**src/hdl/rswm_fifo.sv**
```systemverilog
// ----------------------------------------------------------------------------
// rswm_fifo
// Small synchronous FIFO in flops, power-of-two depth.
// ----------------------------------------------------------------------------
`default_nettype none

module rswm_fifo #(
  parameter int WIDTH = 8,
  parameter int DEPTH = 4
) (
  input  wire logic             clk,
  input  wire logic             rst_n,
  input  wire logic             push,
  input  wire logic [WIDTH-1:0] din,
  input  wire logic             pop,
  output logic      [WIDTH-1:0] dout,
  output logic                  full,
  output logic                  empty
);

  localparam int AW = $clog2(DEPTH);

  logic [WIDTH-1:0] mem_r [DEPTH];
  logic [AW:0]      wr_ptr_r, wr_ptr_nxt;
  logic [AW:0]      rd_ptr_r, rd_ptr_nxt;
  logic             do_push, do_pop;

  assign full    = (wr_ptr_r[AW] != rd_ptr_r[AW]) && (wr_ptr_r[AW-1:0] == rd_ptr_r[AW-1:0]);
  assign empty   = (wr_ptr_r == rd_ptr_r);
  assign do_push = push && !full;
  assign do_pop  = pop && !empty;
  assign dout    = mem_r[rd_ptr_r[AW-1:0]];

  always_comb begin
    wr_ptr_nxt = wr_ptr_r + (AW+1)'(do_push);
    rd_ptr_nxt = rd_ptr_r + (AW+1)'(do_pop);
  end

  always_ff @(posedge clk) begin
    if (!rst_n) begin
      wr_ptr_r <= '0;
      rd_ptr_r <= '0;
    end else begin
      wr_ptr_r <= wr_ptr_nxt;
      rd_ptr_r <= rd_ptr_nxt;
    end
  end

  always_ff @(posedge clk) begin
    if (do_push) begin
      mem_r[wr_ptr_r[AW-1:0]] <= din;
    end
  end

endmodule

`default_nettype wire

```
**config.mk**
```make
export PLATFORM = sky130hd
export DESIGN_NAME = rswm_fifo
export DESIGN_NICKNAME = d
export VERILOG_FILES = /design/src/hdl/rswm_fifo.sv
export SDC_FILE = /design/constraint.sdc
export NUM_CORES = 1
export LEC_CHECK = 0
export BUFFER_PORTS_ARGS = -buffer_cell sky130_fd_sc_hd__buf_2
export CAP_MARGIN = 10
export CORE_ASPECT_RATIO = 0.5
export CORE_MARGIN = 2
export CORE_UTILIZATION = 52
export CTS_BUF_LIST = sky130_fd_sc_hd__clkbuf_4
export DETAILED_ROUTE_END_ITERATION = 16
export PLACE_DENSITY = 0.76
export SLEW_MARGIN = 10
export SYNTH_ARGS = -nofsm -noshare
export SYNTH_HDL_FRONTEND = slang
export SYNTH_SLANG_ARGS = --single-unit
export TNS_END_PERCENT = 20
```
**constraint.sdc**
```tcl
create_clock -name clk -period 1.7 [get_ports clk]
set_clock_uncertainty 0.2 [all_clocks]
set_input_delay 0.34 -clock clk [delete_from_list [all_inputs] [get_ports clk]]
set_output_delay 0.34 -clock clk [all_outputs]
set_load 0.05 [all_outputs]
```
==> qor.txt <==
Unique cell type count in the Yosys netlist: 19
Critical path class: flop to output pin
Core area: 0.00272 mm^2
Placed insts: 152
Mux cell area share after synthesis: 0.117
Synth Area in Compound Gates: 0.0356
# fillers: 125
Multi-input gate area: 542 um^2
Max clock buf depth: 2
CP max FO: 8
Largest family of logic cells by synthesized area: multiplexers
Clk sink count: 38
Post-synth EDFFs: 32
Crit path launch type: flop
Post-synthesis xor/xnor area fraction: 0.0550
Fin. max-slew vios: 0
Starting Density: 0.569
Yosys top cell area share: 0.621
Cts bufs inserted: 5
CTS tree: built
Post-DP HPWL: 2.05 mm
DR DRC count: 0
Worst EP required: 1.16 ns
Fmax: 485 MHz
Post-layout min period: 2.06 ns
Sequential share of the synthesized area: 0.699
Largest net degree at the start of global routing: 13
Row cnt: 13
Final Setup Violations: 14
Synth top area cells: edfxtp_1, mux4_2, dfxtp_1
Leak: 0.805 nW
Gr ovfl total: 0
Vias in the first global route: 946
Initial antenna violation count: 0
Nets: 145
Worst hold path type: input port to flop
First-pass DRT Iterations: 4
Routed WL: 2.93 mm
Post-Synth Simple-Gate Area: 0.0437
Die W: 81.1 um
Post-synthesis adder-cell area fraction: 0.0324
Power Dens Cells: 1250 mW/mm^2
Global-route wire length before repair: 4.39 mm
Post-Syn Area per Cell: 19.6 um^2
Root Buffer: clkbuf_4
Global-route usage over all layers: 0.190
Setup ws final: -0.361 ns
Reg area: 0.00109 mm^2
Async set or reset register ratio after synthesis: 0
Routed len/inst: 17.6 um
Max rail drop VDD: 710 uV
RSZ-0062 raised after global routing: true
Crit path capture type: output pin
Outcome: complete, but fails checks
Placer Congestion: 0.878
Clock slew at reported path FFs: 0.11 ns
Average vias per placed instance: 5.28
Later-pin clock latency in the skew report: 0.33 ns
1st-iter DRT viols: 40
Ys flop type: edfxtp_1
Critical path arrival: 1.52 ns
Non-Filler Instances: 167
Synthesized area: 0.00155 mm^2
Synth Instances: 79
Antenna Nets Post-Route: 0
Commonest non-fill, non-tap cell in the layout: edfxtp_1
Most frequent cells in the layout: edfxtp_1, buf_4, buf_2, buf_6, mux4_2
Antenna cells: 0
Failing checks: setup timing
Worst Tran Pin Value: 0.259 ns
Max-slew headroom: 0.828
#FFs+latches synth: 38
Final period util: 1.21
Vias after detailed routing: 882
Die ar.: 0.00345 mm^2
Die Y-Extent: 42.6 um
Yosys warning count: 0
P&R area growth vs syn: 40.8%
Utilization after layout: 0.801
Port Buffer Count: 21
I/O pin count: 22
Max_cap viols: 0
Hold Violations, Final: 0
Synthesized net count: 95
Area leader, netlist: edfxtp_1
Share of layout cells above drive strength 1: 0.538
H-tree depth: 2
[what timing repair did]
action                                 in CTS  in global routing
endpoints found under the hold margin       0                 23
gates resized for setup                    30                  6
setup endpoints to repair                  46                 38
hold buffers                                0                  7
buffers inserted                            0                  0
pin swaps                                   3                  1
[path summary, 6_finish.rpt]
kind / depth (start not counted) / slack (ns) / startpoint / to
worst min-delay path: 1 / 0.02 / din[4] / mem_r[0][4]$_DFFE_PP_
worst max-delay path: 3 / -0.36 / rd_ptr_r[0]$_SDFF_PN0_ / dout[2]
worst min register to register: 2 / 0.51 / wr_ptr_r[1]$_SDFF_PN0_ / wr_ptr_r[1]$_SDFF_PN0_
worst max register to register: 7 / -0.14 / rd_ptr_r[0]$_SDFF_PN0_ / rd_ptr_r[2]$_SDFF_PN0_
[layer usage]
layer  share of wire  GRT usage  up-vias  wire length (um)
met1            0.43      0.212      440              1270
met2            0.51      0.312       22              1510
met4           0.018     0.0915        0                53
met3           0.034     0.0862        6                99
met5               0          0        -                 0
li1                -          -      414                 -
[sequential cells by signal, summed over array words and instances (netlist names)]
signal    cells
mem_r        32
rd_ptr_r      3
wr_ptr_r      3
[logic make-up after synthesis]
| kind of cell | Yosys count |
|---|---|
| adders and majority gates | 4 |
| and+or+nand+nor | 12 |
| DFF | 38 |
| xor gates and xnor gates | 8 |
| buffers and inverters | 3 |
| muxes | 8 |
| AOI/OAI and AO/OA | 6 |
[cell usage after synthesis, types with 2 or more instances]
cell type  number
o31a_1          2
nor3_1          2
xor2_1          3
buf_6           2
edfxtp_1       32
xor2_2          2
dfxtp_1         6
mux4_2          8
ha_1            4
xnor2_1         3
and2_1          6
a31oi_1         2
[stage by stage]
stage / cell area, um^2 / hold WS [ns] / power, W / TNS, ns / setup WS, ns
final: 2180 / 0.0247 / 0.00273 / -3.76 / -0.361
after global routing: 2180 / 0.00710 / 0.00283 / -4.79 / -0.432
after CTS: 2060 / 0.00339 / 0.00269 / -4.15 / -0.412
after detailed placement: 1860 / 0.359 / 0.00182 / -2.29 / -0.149
after global placement: 1860 / 0.348 / 0.00179 / -1.26 / -0.101
after floorplan: 1600 / 0.239 / 0.00162 / -1.96 / -0.158
[cell type report]
type / count / share of cell area
Sequential cell: 38 / 0.499
Timing Repair Buffer: 46 / 0.184
Multi-Input combinational cell: 38 / 0.249
Clock inverter: 3 / 0.0293
Clock buffer: 5 / 0.0172
Tap cell: 37 / 0.0213
[worst max-delay path, cell delays in order (launching register included)]
cell and delay [ns]:
dfxtp_2 0.37, buf_12 0.14, mux4_2 0.51, buf_6 0.17
[power by group]
part | internal [W] | total, W | switching [W] | leakage [nW]
combinational | 0.000410 | 0.000901 | 0.000491 | 0.408
clock | 0.000453 | 0.000734 | 0.000281 | 0.0528
sequential | 0.00107 | 0.00110 | 0.0000276 | 0.344
Note: power is estimated with default switching activity, not from simulation.
