[config.mk]
export PLATFORM = sky130hd
export DESIGN_NAME = rswm_front
export DESIGN_NICKNAME = d
export VERILOG_FILES = /design/src/hdl/rswm_pkg.sv /design/src/hdl/rswm_front.sv
export SDC_FILE = /design/constraint.sdc
export NUM_CORES = 1
export LEC_CHECK = 0
export BUFFER_PORTS_ARGS = -buffer_cell sky130_fd_sc_hd__buf_2
export CORE_ASPECT_RATIO = 2
export CORE_MARGIN = 5
export CORE_UTILIZATION = 34
export DETAILED_ROUTE_END_ITERATION = 10
export PLACE_DENSITY_LB_ADDON = 0.3
export SETUP_SLACK_MARGIN = 0.4
export SLEW_MARGIN = 20
export SYNTH_ARGS = -nofsm -noshare
export SYNTH_HDL_FRONTEND = slang
export SYNTH_SLANG_ARGS = --single-unit
[constraint.sdc]
create_clock -name clk -period 2.1 [get_ports clk]
set_input_delay 0.42 -clock clk [delete_from_list [all_inputs] [get_ports clk]]
set_output_delay 0.42 -clock clk [all_outputs]
set_load 0.02 [all_outputs]
[src/hdl/rswm_pkg.sv]
// ----------------------------------------------------------------------------
// rswm_pkg
// Shared types and constants of the row sliding-window max/min filter.
// ----------------------------------------------------------------------------
`default_nettype none

package rswm_pkg;

  localparam int SAMPLE_BITS    = 16;
  localparam int RAD_BITS       = 5;
  localparam int FILL_BITS      = 7;
  localparam int MAX_RADIUS_DEF = 31;
  localparam int IN_Q_DEPTH     = 4;
  localparam int PADDR_BITS     = 3;
  localparam int PDATA_BITS     = 32;

  // register select, taken from paddr[2]
  localparam logic REG_RADIUS = 1'b0;
  localparam logic REG_MODE   = 1'b1;

  localparam logic [RAD_BITS-1:0] RADIUS_RST = '0;
  localparam logic                MODE_RST   = 1'b1;

  typedef struct packed {
    logic [SAMPLE_BITS-1:0] pixel_value;
    logic                   row_end;
  } in_item_t;

  typedef struct packed {
    logic [SAMPLE_BITS-1:0] filtered_value;
    logic                   row_done;
  } out_item_t;

  typedef struct packed {
    in_item_t               pix;
    logic [FILL_BITS-1:0]   fill;
    logic [RAD_BITS-1:0]    rad;
    logic                   dilate;
  } q_item_t;

  typedef struct packed {
    logic                   vld;
    logic [FILL_BITS-1:0]   span;
    logic [FILL_BITS-1:0]   fill;
    logic                   dilate;
    logic                   row_done;
  } pass_t;

endpackage

`default_nettype wire

[src/hdl/rswm_front.sv]
// ----------------------------------------------------------------------------
// rswm_front
// Config registers, row pixel count and tagging of each accepted pixel.
// ----------------------------------------------------------------------------
`default_nettype none

module rswm_front #(
  parameter int MAX_RADIUS = rswm_pkg::MAX_RADIUS_DEF
) (
  input  wire logic                            clk,
  input  wire logic                            rst_n,
  input  wire logic                            psel,
  input  wire logic                            penable,
  input  wire logic                            pwrite,
  input  wire logic [rswm_pkg::PADDR_BITS-1:0] paddr,
  input  wire logic [rswm_pkg::PDATA_BITS-1:0] pwdata,
  output logic      [rswm_pkg::PDATA_BITS-1:0] prdata,
  output logic                                 pready,
  input  wire logic                            push,
  input  wire rswm_pkg::in_item_t              in_item,
  input  wire logic                            q_full,
  output logic                                 q_push,
  output rswm_pkg::q_item_t                    q_item
);

  localparam int FW = rswm_pkg::FILL_BITS;
  localparam int RW = rswm_pkg::RAD_BITS;

  logic [RW-1:0] radius_r, radius_nxt;
  logic          dilate_r, dilate_nxt;
  logic [FW-1:0] fill_r, fill_nxt;
  logic [FW-1:0] fill_inc;
  logic [RW-1:0] eff_rad;
  logic          wr_en;

  assign pready = 1'b1;
  assign wr_en  = psel && penable && pwrite;
  assign q_push = push && !q_full;

  always_comb begin
    unique case (paddr[rswm_pkg::PADDR_BITS-1])
      rswm_pkg::REG_RADIUS: prdata = rswm_pkg::PDATA_BITS'(radius_r);
      rswm_pkg::REG_MODE:   prdata = rswm_pkg::PDATA_BITS'(dilate_r);
      default:              prdata = '0;
    endcase
  end

  always_comb begin
    radius_nxt = radius_r;
    dilate_nxt = dilate_r;
    if (wr_en) begin
      unique case (paddr[rswm_pkg::PADDR_BITS-1])
        rswm_pkg::REG_RADIUS: radius_nxt = pwdata[RW-1:0];
        rswm_pkg::REG_MODE:   dilate_nxt = pwdata[0];
        default: ;
      endcase
    end
  end

  // saturating count of pixels so far in the row
  always_comb begin
    eff_rad  = (int'(radius_r) > MAX_RADIUS) ? RW'(MAX_RADIUS) : radius_r;
    fill_inc = (fill_r == {FW{1'b1}}) ? fill_r : fill_r + 1'b1;
    fill_nxt = fill_r;
    if (q_push) begin
      fill_nxt = in_item.row_end ? '0 : fill_inc;
    end
    q_item.pix    = in_item;
    q_item.fill   = fill_inc;
    q_item.rad    = eff_rad;
    q_item.dilate = dilate_r;
  end

  always_ff @(posedge clk) begin
    if (!rst_n) begin
      radius_r <= rswm_pkg::RADIUS_RST;
      dilate_r <= rswm_pkg::MODE_RST;
      fill_r   <= '0;
    end else begin
      radius_r <= radius_nxt;
      dilate_r <= dilate_nxt;
      fill_r   <= fill_nxt;
    end
  end

endmodule

`default_nettype wire

==> results of run 1 <==
cells in the mapped netlist, drive strengths merged:
master and n:
a31oi 3, xnor2 1, nand2 7, o221a 2, nand3 4, nand4b 1, mux2 3, and4 1
o21a 2, o22ai 2, buf 47, a21o 1, dfxtp 13, ha 1, o31a 1, conb 2
a31o 2, nand4 3, inv 2, nand2b 2, a41oi 1, o311a 1, nor2 3, clkbuf 2
mux2i 6, nor2b 10, a21oi 2, o211a 1, and3 1, o211ai 1, o21ai 1, a21boi 1
path summary, 6_finish.rpt:
check | from | to | slack (ns) | cells past startpoint
worst max register to register | fill_r[0] | fill_r[4] | 0.70 | 6
worst min-delay path | pwdata[0] | dilate_r | 0.42 | 3
worst max-delay path | fill_r[0] | q_item[11] | 0.23 | 5
worst min register to register | dilate_r | dilate_r | 0.51 | 2
registers in the layout (all words and copies together), names as in the netlist:
register and count:
dilate_r 1, fill_r 7, eff_rad 5
per-stage QoR:
| step | total power (W) | instances | worst slack (ns) |
|---|---|---|---|
| after floorplan | 0.000427 | 156 | 0.420 |
| after global placement | 0.000370 | 171 | 0.229 |
| after detailed placement | 0.000371 | 171 | 0.225 |
| after CTS | 0.000600 | 185 | 0.216 |
| after global routing | 0.000623 | 185 | 0.173 |
| final | 0.000590 | 185 | 0.229 |
timing repair:
item / 4_1_cts / 5_1_grt
pin swaps: 3 / 1
setup endpoints to repair: 7 / 7
gates cloned: 0 / 0
resized for setup: 25 / 2
hold buffers: 0 / 0
buffers inserted: 10 / 0
placed cells by master (no fill, tap or decap), drive strengths merged, types with 3 or more instances in the layout:
cell,instances
mux2i,6
nor2b,10
nand2,7
a31oi,3
nor2,3
nand4,3
clkbuf,4
dfxtp,13
conb,28
nand3,4
buf,43
mux2,3
final cells by class:
type / instances / area share, %
Timing Repair Buffer: 43 / 22.2
Tap cell: 31 / 3.03
Inverter: 2 / 0.587
Clock buffer: 4 / 3.52
Sequential cell: 13 / 21.3
Multi-Input combinational cell: 92 / 49.3
logic make-up (layout without fill, tap and decap cells):
kind of cell,count (synthesis),in the layout
muxes,9,9
DFF,13,13
other,2,28
and+or+nand+nor,32,32
xor gates and xnor gates,1,1
adders and majority gates,1,1
buffers and inverters,51,49
AOI/OAI and AO/OA,21,21
layer usage:
| metal | global-route usage [%] | vias up | wire (µm) |
|---|---|---|---|
| met5 | 0 | - | 0 |
| met4 | 5.76 | 0 | 67 |
| met3 | 5.41 | 12 | 339 |
| met2 | 20.3 | 62 | 1310 |
| met1 | 9.48 | 406 | 739 |
| li1 | - | 422 | - |
tightest hold or removal path: stages:
cell     delay (ns)
buf_2          0.09
mux2i_1        0.06
nand2_1        0.06
where the power goes:
| part | internal (W) | leakage [nW] | switching, W |
|---|---|---|---|
| Combinational | 0.0000358 | 0.528 | 0.0000854 |
| Clock | 0.000134 | 0.0228 | 0.0000827 |
| Sequential | 0.000249 | 0.109 | 0.00000323 |
| Total | 0.000418 | 0.660 | 0.000171 |
==> key figures, run 1 <==
STA
  • Pins Over Slew Limit: 0
  • Final setup fails: 0
  • Tcrit/Tclk final: 89.1%
  • Setup TNS: 0 ns
  • RSZ-0062 raised after global routing: true
  • Fmax: around 530 MHz
  • Final min period: 1.87 ns
  • Hold slack: about 0.42 ns
  • Final Hold Vio Count: 0
  • Post-Route Skew: 0.000469 ns

Placed design
  • # port buffers: 33
  • Placed Area: approximately 1100 µm²
  • Final HPWL DP: between 1500 and 2000 µm
  • Routability cong.: between 0.7 and 0.8

Yosys
  • Synth Area in Simple Gates: a little under a fifth
  • Distinct cell type count after synthesis: 38
  • Largest family of logic cells by synthesized area: buffers and inverters
  • Syn. warnings: 0
  • Register area share after synthesis: 23.0%
  • Mapped Area: about 1100 µm²
  • Top-area cell type share of the netlist area: 31.2%
  • Synth Area in XOR/XNOR: 0.775%
  • Mean Syn Cell Area: 8.69 µm²
  • Synth area leader: buf_4
  • Synth Area in Compound Gates: 14.3%
  • Cells after synthesis: 130
  • Synth Area in Adders: roughly 1.1%
  • Ranking of synthesized cells by area: buf_4 31%, dfxtp_1 23%, nor2b_1 5.5%, mux2i_1 5.3%, mux2_2 2.0%
  • Post-synthesis mux area share: 8.31%
  • Seq cells post-synth: 13

Die
  • Initial Util: 35.4%
  • FP Rows: 29
  • Die area: 4650 µm²
  • Ports: 123
  • CORE AREA: about 3200 µm²
  • DIE WIDTH: 50.8 µm
  • Die Y: 91.5 µm

Detailed routing
  • Number of DRC markers in iteration 0: 11
  • DRT Pass-1 Iters: 3
  • Via density per instance: 4.88
  • Total Wirelength: 2460 µm
  • Antenna Nets Post-Route: 0
  • DR vias: 902
  • DR DRC count: 0
  • Wire per inst: between 10 and 15 µm

Layout
  • Net count, final: between 200 and 250
  • Final core occ: 40.0%
  • Area grow syn2layout: 13.2%
  • Ant diodes: 0
  • Share of cells above drive strength 1: 44.2%
  • Register area: 273 µm²
  • Final instance area: 1280 µm²
  • Fillers: 350
  • Multi-input logic area: about 630 µm²

Pwr
  • Peak supply drop: 0.232 mV
  • P_leak: 0.660 nW
  • Cell Pwr Density: 461 nW/µm²

Setup path
  • Crit-path most repeated cell: buf_6
  • CP Data Arrival Time: 1.45 ns
  • Largest delay share family, worst path: flip-flops
  • Crit-path cells: buf_6 > and4_4 > nand2_2 > mux2_4 > buf_6
  • WP data required: ~1.7 ns
  • Crit end category: output pin
  • Worst setup path class: reg -> out
  • Crit start category: flip-flop
  • CP Max Fanout: 4
  • Sum of buffers and inverters on the critical path: 2
  • Crit-path slowest cell: dfxtp_4
  • Max incr delay on CP: 0.37 ns

CTS
  • CTS tree: yes
  • Clock latency on the worst-skew pair: 0.24 ns
  • CTS Buf Count: 3
  • Root buffer cell: clkbuf_8
  • Clock slew at reported path FFs: 0.05 ns
  • CTS Buffer Depth: 2
  • CTS sink count: 13
  • CTS H-tree lvls: 1

GRT
  • Overflow after GRT: 0
  • GRT Resource Usage Total: 11.2%
  • Global-route wire length before repair: 4220 µm
  • Vias in the first global route: ~980
  • Largest net degree at the start of global routing: 15
  • Initial antenna violation count: 0

Outcome
  • Outcome: complete, no violations

Worst hold path
  • HP Class: in -> reg

Job
  • Max-Cap Viols: 0
Note: power is estimated with default switching activity, not from simulation.
==> inputs of run 2 (changes only) <==
--- a/config.mk
+++ b/config.mk
@@ -6,9 +6,10 @@
 export NUM_CORES = 1
 export LEC_CHECK = 0
 export BUFFER_PORTS_ARGS = -buffer_cell sky130_fd_sc_hd__buf_2
+export CAP_MARGIN = 20
 export CORE_ASPECT_RATIO = 2
 export CORE_MARGIN = 5
-export CORE_UTILIZATION = 34
+export CORE_UTILIZATION = 37
 export DETAILED_ROUTE_END_ITERATION = 10
 export PLACE_DENSITY_LB_ADDON = 0.3
 export SETUP_SLACK_MARGIN = 0.4
==> constraint.sdc (replaced) <==
create_clock -name clk -period 2.2 [get_ports clk]
set_input_delay 0.44 -clock clk [delete_from_list [all_inputs] [get_ports clk]]
set_output_delay 0.44 -clock clk [all_outputs]
set_load 0.02 [all_outputs]
==> run 2 against run 1 <==
  * Combinational power shrank 4%
  * Setup slack better by 0.074 ns
  * Cell count fell by 1.1%
  * Power is 3.6% lower
  * Critical endpoint unchanged
  * Largest cell class unchanged
  * Register-to-register slack better by 0.17 ns
  * Cell area shrank 0.98%
==> key figures, run 2 (synthesis gave the netlist of run 1 again) <==
Layout
  • Share of cells above drive strength 1: 43.8% (was 44.2%)
  • Most frequent cells in the layout: 28 x conb_1, 26 x buf_2, 10 x nor2b_1, 10 x buf_4, 7 x dfxtp_1 (was 28 x conb_1, 26 x buf_2, 10 x nor2b_1, 10 x buf_4)
  • Most common cell after layout, fill and taps aside: conb_1 (unchanged)
  • Net count, final: 214 (was 215)
  • Ant diodes: 0 (unchanged)
  • Final core occ: 43.0% (was 40.0%)
  • Max FFs per register: 7 (unchanged)
  • Reg with most FFs: fill_r (unchanged)
  • Area grow syn2layout: 12.1% (was 13.2%)
  • Multi-input logic area: 631 µm² (unchanged)
  • Fillers: 313 (was 350)
  • Register area: 273 µm² (unchanged)

Setup path
  • Crit-path cells: buf_4 > and4_4 > nand2_2 > mux2_4 > buf_6 (was buf_6 > and4_4 > nand2_2 > mux2_4 > buf_6)
  • Sum of buffers and inverters on the critical path: 2 (unchanged)
  • Crit start category: flip-flop (unchanged)
  • Worst setup path class: reg -> out (unchanged)
  • Largest delay share family, worst path: flip-flops (unchanged)
  • Crit end category: output pin (unchanged)
  • Worst r2r src: fill_r[0] (unchanged)
  • Crit-path slowest cell: dfxtp_4 (unchanged)
  • R2R Setup Slk: 0.87 ns (was 0.70 ns)
  • CP Data Arrival Time: 1.46 ns (was 1.45 ns)
  • CP Max Fanout: 3 (was 4)
  • Max incr delay on CP: 0.36 ns (was 0.37 ns)
  • R2r endpoint: fill_r[5] (was fill_r[4])
  • WP data required: 1.76 ns (was 1.68 ns)
  • R2R depth: 5 (was 6)

GRT
  • Overflow after GRT: 0 (unchanged)
  • Global-route wire length before repair: 4130 µm (was 4220 µm)
  • Initial antenna violation count: 0 (unchanged)
  • Largest net degree at the start of global routing: 15 (unchanged)
  • Vias in the first global route: 961 (was 975)
  • GR peak layer: met2 (unchanged)
  • M3 GR Usage: 5.11% (was 5.41%)
  • GRT Resource Usage Total: 11.9% (was 11.2%)
  • Global Route met1 Usage: 10.4% (was 9.48%)
  • GRT met2 Usage: 21.5% (was 20.3%)

Die
  • CORE AREA: 2940 µm² (was 3190 µm²)
  • FP Rows: 28 (was 29)
  • Ports: 123 (unchanged)
  • Die area: 4330 µm² (was 4650 µm²)
  • Initial Util: 38.4% (was 35.4%)
  • Die Y: 88.2 µm (was 91.5 µm)
  • DIE WIDTH: 49.1 µm (was 50.8 µm)

Outcome
  • Outcome: complete, no violations (unchanged)

CTS
  • Clock latency on the worst-skew pair: 0.24 ns (about the same)
  • CTS Buffer Depth: 2 (unchanged)
  • Root buffer cell: clkbuf_8 (unchanged)
  • Post-CTS Hold Fix Bufs: 0 (unchanged)
  • CTS tree: yes (unchanged)
  • CTS H-tree lvls: 1 (unchanged)
  • CTS Buf Count: 3 (unchanged)
  • CTS sink count: 13 (unchanged)
  • Clock slew at reported path FFs: 0.06 ns (was 0.05 ns)

Worst hold path
  • Startpoint of the worst hold path: pwdata[0] (unchanged)
  • Worst Hold Path EP: dilate_r (unchanged)
  • WHS Path Cells: 3 (unchanged)
  • HP Class: in -> reg (unchanged)

STA
  • Final setup fails: 0 (unchanged)
  • Hold slack: 0.444 ns (was 0.422 ns)
  • Final Hold Vio Count: 0 (unchanged)
  • Tcrit/Tclk final: 86.2%
  • Pins Over Slew Limit: 0 (unchanged)
  • Fmax: about 530 MHz
  • Setup TNS: 0 ns (unchanged)
  • Post-Route Skew: 0.00156 ns (was 0.000469 ns)
  • RSZ-0062 raised after global routing: true (unchanged)
  • Final min period: 1.90 ns

Pwr
  • Power, Total: 0.000568 W (was 0.000590 W)
  • Peak supply drop: 0.332 mV (was 0.232 mV)
  • Cell Pwr Density: 449 nW/µm² (was 461 nW/µm²)
  • P_leak: 0.652 nW (was 0.660 nW)

Placed design
  • Final HPWL DP: 1880 µm (was 1810 µm)
  • # port buffers: 33 (unchanged)
  • Routability cong.: 0.753 (was 0.766)

Detailed routing
  • Number of DRC markers in iteration 0: 31 (was 11)
  • DR DRC count: 0 (unchanged)
  • Via density per instance: 5.00 (was 4.88)
  • Antenna Nets Post-Route: 0 (unchanged)
  • DR vias: 915 (was 902)
  • Wire per inst: 14.5 µm (was 13.3 µm)
  • DRT Pass-1 Iters: 4 (was 3)
  • Total Wirelength: 2650 µm (was 2460 µm)

Job
  • Max-Cap Viols: 0 (unchanged)
[run 2: changes by cell type in the layout (fill, tap and decap cells not counted)]
cell     previous run  this run
o21ai_1             0         1
buf_6               7         6
o21ai_0             1         0
[run 2: layout make-up]
| cell class | count | share of cell area, % |
|---|---|---|
| repair buffers | 42 | 21.5 |
| clock buffers | 4 | 3.56 |
| inverters | 2 | 0.593 |
| well taps | 30 | 2.96 |
| flip-flops and latches | 13 | 21.5 |
| multi-input cells | 92 | 49.8 |
[run 2: per-layer routing]
metal | vias to the layer above | part of all wire [%]
met5 | - | 0
met1 | 415 | 33
met3 | 14 | 12
met4 | 0 | 3.3
met2 | 66 | 52
li1 | 420 | -
[run 2: how the worst max path moves through the flow]
stage / from / endpoint / slack [ns] / cells after the start
6_report: fill_r[0] / q_item[11] / 0.30 / 5
5_1_grt: fill_r[1] / q_item[7] / 0.27 / 5
4_1_cts: fill_r[1] / q_item[7] / 0.29 / 5
3_5_place_dp: fill_r[0] / q_item[7] / 0.19 / 5
3_3_place_gp: fill_r[0] / q_item[7] / 0.22 / 5
2_1_floorplan: fill_r[0] / q_item[7] / 0.41 / 4
[run 2: timing repair]
item | 4_1_cts | 5_1_grt
endpoints found under the setup margin | 7 | 7
pin swaps | 2 | 2
buffers inserted | 9 | 0
resized for setup | 27 | 2
[run 2: report_power, final]
part           total [W]  leakage [nW]  internal, W  switching (W)
clock           0.000212        0.0228     0.000128      0.0000842
combinational   0.000116         0.521    0.0000328      0.0000833
sequential      0.000240         0.109     0.000237     0.00000281
[run 2: worst register-to-register path, stage by stage, from the launching register on]
cell and delay (ns):
dfxtp_4 0.36, buf_4 0.11, and4_4 0.24, nand2_2 0.07, buf_4 0.14, o311a_1 0.31
[run 2: per-stage QoR]
stage,cells,setup slack [ns],area (µm²)
2_1_floorplan,156,0.412,1230
3_3_place_gp,170,0.219,1060
3_5_place_dp,170,0.194,1060
4_1_cts,183,0.287,1260
5_1_grt,183,0.271,1270
6_report,183,0.303,1270
==> inputs of run 3 (changes only) <==
--- a/config.mk
+++ b/config.mk
@@ -5,6 +5,7 @@
 export SDC_FILE = /design/constraint.sdc
 export NUM_CORES = 1
 export LEC_CHECK = 0
+export ABC_AREA = 1
 export BUFFER_PORTS_ARGS = -buffer_cell sky130_fd_sc_hd__buf_2
 export CAP_MARGIN = 20
 export CORE_ASPECT_RATIO = 2
@@ -13,6 +14,7 @@
 export DETAILED_ROUTE_END_ITERATION = 10
 export PLACE_DENSITY_LB_ADDON = 0.3
 export SETUP_SLACK_MARGIN = 0.4
+export SKIP_LAST_GASP = 1
 export SLEW_MARGIN = 20
 export SYNTH_ARGS = -nofsm -noshare
 export SYNTH_HDL_FRONTEND = slang
==> run 3 against run 2 <==
  * Synthesized area decreased by 2.9%
  * Clock power decreased by 3%
  * Hold slack got worse by 0.013 ns
  * Cell count increased by 14%
  * Critical path depth increased by 2
  * Synthesized cell count increased by 20%
  * Count of clock-buffer cells in the layout unchanged
  * Combinational power about the same
  * Setup slack improved by 0.055 ns
  * Cell area decreased by 3.8%
  * Sequential power about the same
  * Non-clock buffer count decreased by 3
  * Highest routed layer unchanged
==> key figures, run 3 <==
Die
  • Die area: 4220 µm² (was 4330 µm²)
  • Ports: 123 (unchanged)
  • Initial Util: 37.7% (was 38.4%)
  • FP Rows: 28 (unchanged)
  • CORE AREA: 2910 µm² (was 2940 µm²)
  • DIE WIDTH: 48.5 µm (was 49.1 µm)
  • Die Y: 87.0 µm (was 88.2 µm)

Setup path
  • R2R Setup Slk: 0.88 ns (was 0.87 ns)
  • Critical Path Source: fill_r[1] (was fill_r[0])
  • WP data required: 1.76 ns (about the same)
  • Setup crit end: q_item[7] (was q_item[11])
  • R2r endpoint: fill_r[5] (unchanged)
  • Worst setup path class: reg -> out (unchanged)
  • R2R depth: 8 (was 5)
  • CP Max Fanout: 5 (was 3)
  • Crit end category: output pin (unchanged)
  • CP Data Arrival Time: 1.40 ns (was 1.46 ns)
  • Worst r2r src: fill_r[1] (was fill_r[0])
  • Crit start category: flip-flop (unchanged)

Yosys
  • Most common library cells after synthesis: 46 x buf_4, 20 x nand2_1, 18 x inv_1 (was 47 x buf_4, 13 x dfxtp_1, 10 x nor2b_1)
  • Ys async rst share: 0% (unchanged)
  • Ranking of synthesized cells by area: buf_4 31%, dfxtp_1 24%, nand2_1 6.8%, inv_1 6.2%, a21oi_1 4.1% (was buf_4 31%, dfxtp_1 23%, nor2b_1 5.5%, mux2i_1 5.3%, mux2_2 2.0%)
  • Seq cells post-synth: 13 (unchanged)
  • Register area share after synthesis: 23.7% (was 23.0%)
  • Mapped Area: 1100 µm² (was 1130 µm²)
  • Cells after synthesis: 156 (was 130)
  • Synth area leader: buf_4 (unchanged)
  • Top-count cell post-synth: buf_4 (unchanged)
  • Post-synth EDFFs: 0 (unchanged)
  • Mean Syn Cell Area: 7.03 µm² (was 8.69 µm²)
  • Distinct cell type count after synthesis: 24 (was 38)
  • Top-area cell type share of the netlist area: 31.5% (was 31.2%)
  • Synth Flop Type: dfxtp_1 (unchanged)
  • Syn. warnings: 0 (unchanged)

Placed design
  • Routability cong.: 0.732 (was 0.753)
  • Final HPWL DP: 1820 µm (was 1880 µm)
  • # port buffers: 33 (unchanged)
  • Worst slack, placed: 0.423 ns (was 0.194 ns)

CTS
  • Post-CTS Hold Fix Bufs: 0 (unchanged)
  • CTS sink count: 13 (unchanged)
  • CTS Buf Count: 3 (unchanged)
  • CTS tree: yes (unchanged)
  • Clock slew at reported path FFs: 0.05 ns (was 0.06 ns)
  • Clock latency on the worst-skew pair: 0.24 ns (about the same)
  • CTS H-tree lvls: 1 (unchanged)
  • CTS Buffer Depth: 2 (unchanged)
  • Root buffer cell: clkbuf_8 (unchanged)

Detailed routing
  • DRT Pass-1 Iters: 2 (was 4)
  • Number of DRC markers in iteration 0: 2 (was 31)
  • Wire per inst: 10.3 µm (was 14.5 µm)
  • DR vias: 876 (was 915)
  • Total Wirelength: 2150 µm (was 2650 µm)
  • Antenna Nets Post-Route: 0 (unchanged)
  • DR DRC count: 0 (unchanged)
  • Via density per instance: 4.19 (was 5.00)

Layout
  • Max FFs per register: 7 (unchanged)
  • Reg with most FFs: fill_r (unchanged)
  • Most common cell after layout, fill and taps aside: conb_1 (unchanged)
  • Area grow syn2layout: 11.1% (was 12.1%)
  • Fillers: 332 (was 313)
  • Ant diodes: 0 (unchanged)
  • Most frequent cells in the layout: 28 x conb_1, 27 x buf_2, 18 x inv_1, 18 x nand2_1 (was 28 x conb_1, 26 x buf_2, 10 x nor2b_1, 10 x buf_4, 7 x dfxtp_1)
  • Net count, final: 240 (was 214)
  • Share of cells above drive strength 1: 35.8% (was 43.8%)

Pwr
  • Cell Pwr Density: 460 nW/µm² (was 449 nW/µm²)
  • P_leak: 0.636 nW (was 0.652 nW)
  • Peak supply drop: 0.455 mV (was 0.332 mV)

STA
  • Tcrit/Tclk final: 83.7% (was 86.2%)
  • Fmax: 543 MHz (was 527 MHz)
  • Pins Over Slew Limit: 0 (unchanged)
  • Final Worst Setup Slack: 0.358 ns (was 0.303 ns)
  • Final setup fails: 0 (unchanged)
  • RSZ-0062 raised after global routing: true (unchanged)
  • Final min period: 1.84 ns (was 1.90 ns)
  • Post-Route Skew: 0.00364 ns (was 0.00156 ns)
  • Final Hold Vio Count: 0 (unchanged)
  • Setup TNS: 0 ns (unchanged)

Outcome
  • Outcome: complete, no violations (unchanged)

GRT
  • Largest net degree at the start of global routing: 10 (was 15)
  • Global-route wire length before repair: 3300 µm (was 4130 µm)
  • Vias in the first global route: 788 (was 961)
  • Initial antenna violation count: 0 (unchanged)
  • Overflow after GRT: 0 (unchanged)
  • GRT Resource Usage Total: 9.61% (was 11.9%)

Job
  • Max-Cap Viols: 0 (unchanged)

Worst hold path
  • HP Class: in -> reg (unchanged)
run 3: changes by cell type after synthesis, moves of 3 or more:
| cell | before | now |
|---|---|---|
| a21oi_1 | 2 | 9 |
| a31oi_1 | 3 | 0 |
| and2_1 | 0 | 3 |
| inv_1 | 2 | 18 |
| mux2i_1 | 6 | 0 |
| nand2_1 | 6 | 20 |
| nand3_1 | 4 | 8 |
| nor2_1 | 2 | 11 |
| nor2b_1 | 10 | 0 |
| o21ai_0 | 1 | 7 |
run 3: worst min-delay path by stage:
| stage | from | end | depth (start not counted) |
|---|---|---|---|
| 2_1_floorplan | fill_r[6] | fill_r[6] | 2 |
| 3_3_place_gp | eff_rad[4] | eff_rad[4] | 2 |
| 3_5_place_dp | eff_rad[4] | eff_rad[4] | 2 |
| 4_1_cts | pwdata[0] | dilate_r | 3 |
| 5_1_grt | pwdata[0] | dilate_r | 3 |
| 6_report | pwdata[0] | dilate_r | 3 |
run 3: area by class of cell:
class,instances,area [µm²],share of cell area (%)
clock buffers,4,45.0,3.70
repair buffers,39,248,20.3
multi-input cells,104,551,45.2
flip-flops and latches,13,267,21.9
inverters,19,71.3,5.85
well taps,30,37.5,3.08
run 3: through the flow:
step | total power (W) | instance area [µm²] | utilization (%) | hold WS, ns | cells
2_1_floorplan | 0.000408 | 1190 | - | 0.466 | 182
3_3_place_gp | 0.000355 | 1050 | 36.2 | 0.459 | 199
3_5_place_dp | 0.000355 | 1050 | 36.2 | 0.456 | 199
4_1_cts | 0.000570 | 1200 | 41.2 | 0.435 | 208
5_1_grt | 0.000591 | 1220 | 41.9 | 0.462 | 209
6_report | 0.000561 | 1220 | 41.9 | 0.431 | 209
run 3: routing by layer:
layer,share of wire [%],up-vias,global-route usage [%]
met1,29,375,8.07
met5,0,-,0
met4,1.2,0,5.15
met3,11,4,1.89
met2,58,38,19.8
li1,-,459,-
run 3: cells by family after synthesis:
| kind of cell | synth area share (%) |
|---|---|
| AOI/OAI and AO/OA | 11.6 |
| adders and majority gates | 1.14 |
| buffers and inverters | 38.0 |
| DFF | 23.7 |
| other | 0.684 |
| and+or+nand+nor | 24.9 |
run 3: report_power, final:
group          internal (W)  total (W)  switching, W
sequential         0.000240   0.000243    0.00000290
clock              0.000127   0.000205     0.0000774
combinational     0.0000283   0.000114     0.0000852
run 3: timing repair:
action	CTS	global route
setup buffers	5	1
setup endpoints to repair	7	7
pin swaps	3	3
resized for setup	21	4
gates cloned	0	0
run 3: worst max-delay path: stages (launching register included):
cell     delay, ns
dfxtp_4       0.36
ha_4          0.15
nand2_4       0.07
nor2_4        0.16
nand2_4       0.11
nand2_2       0.07
and2_1        0.13
buf_6         0.11
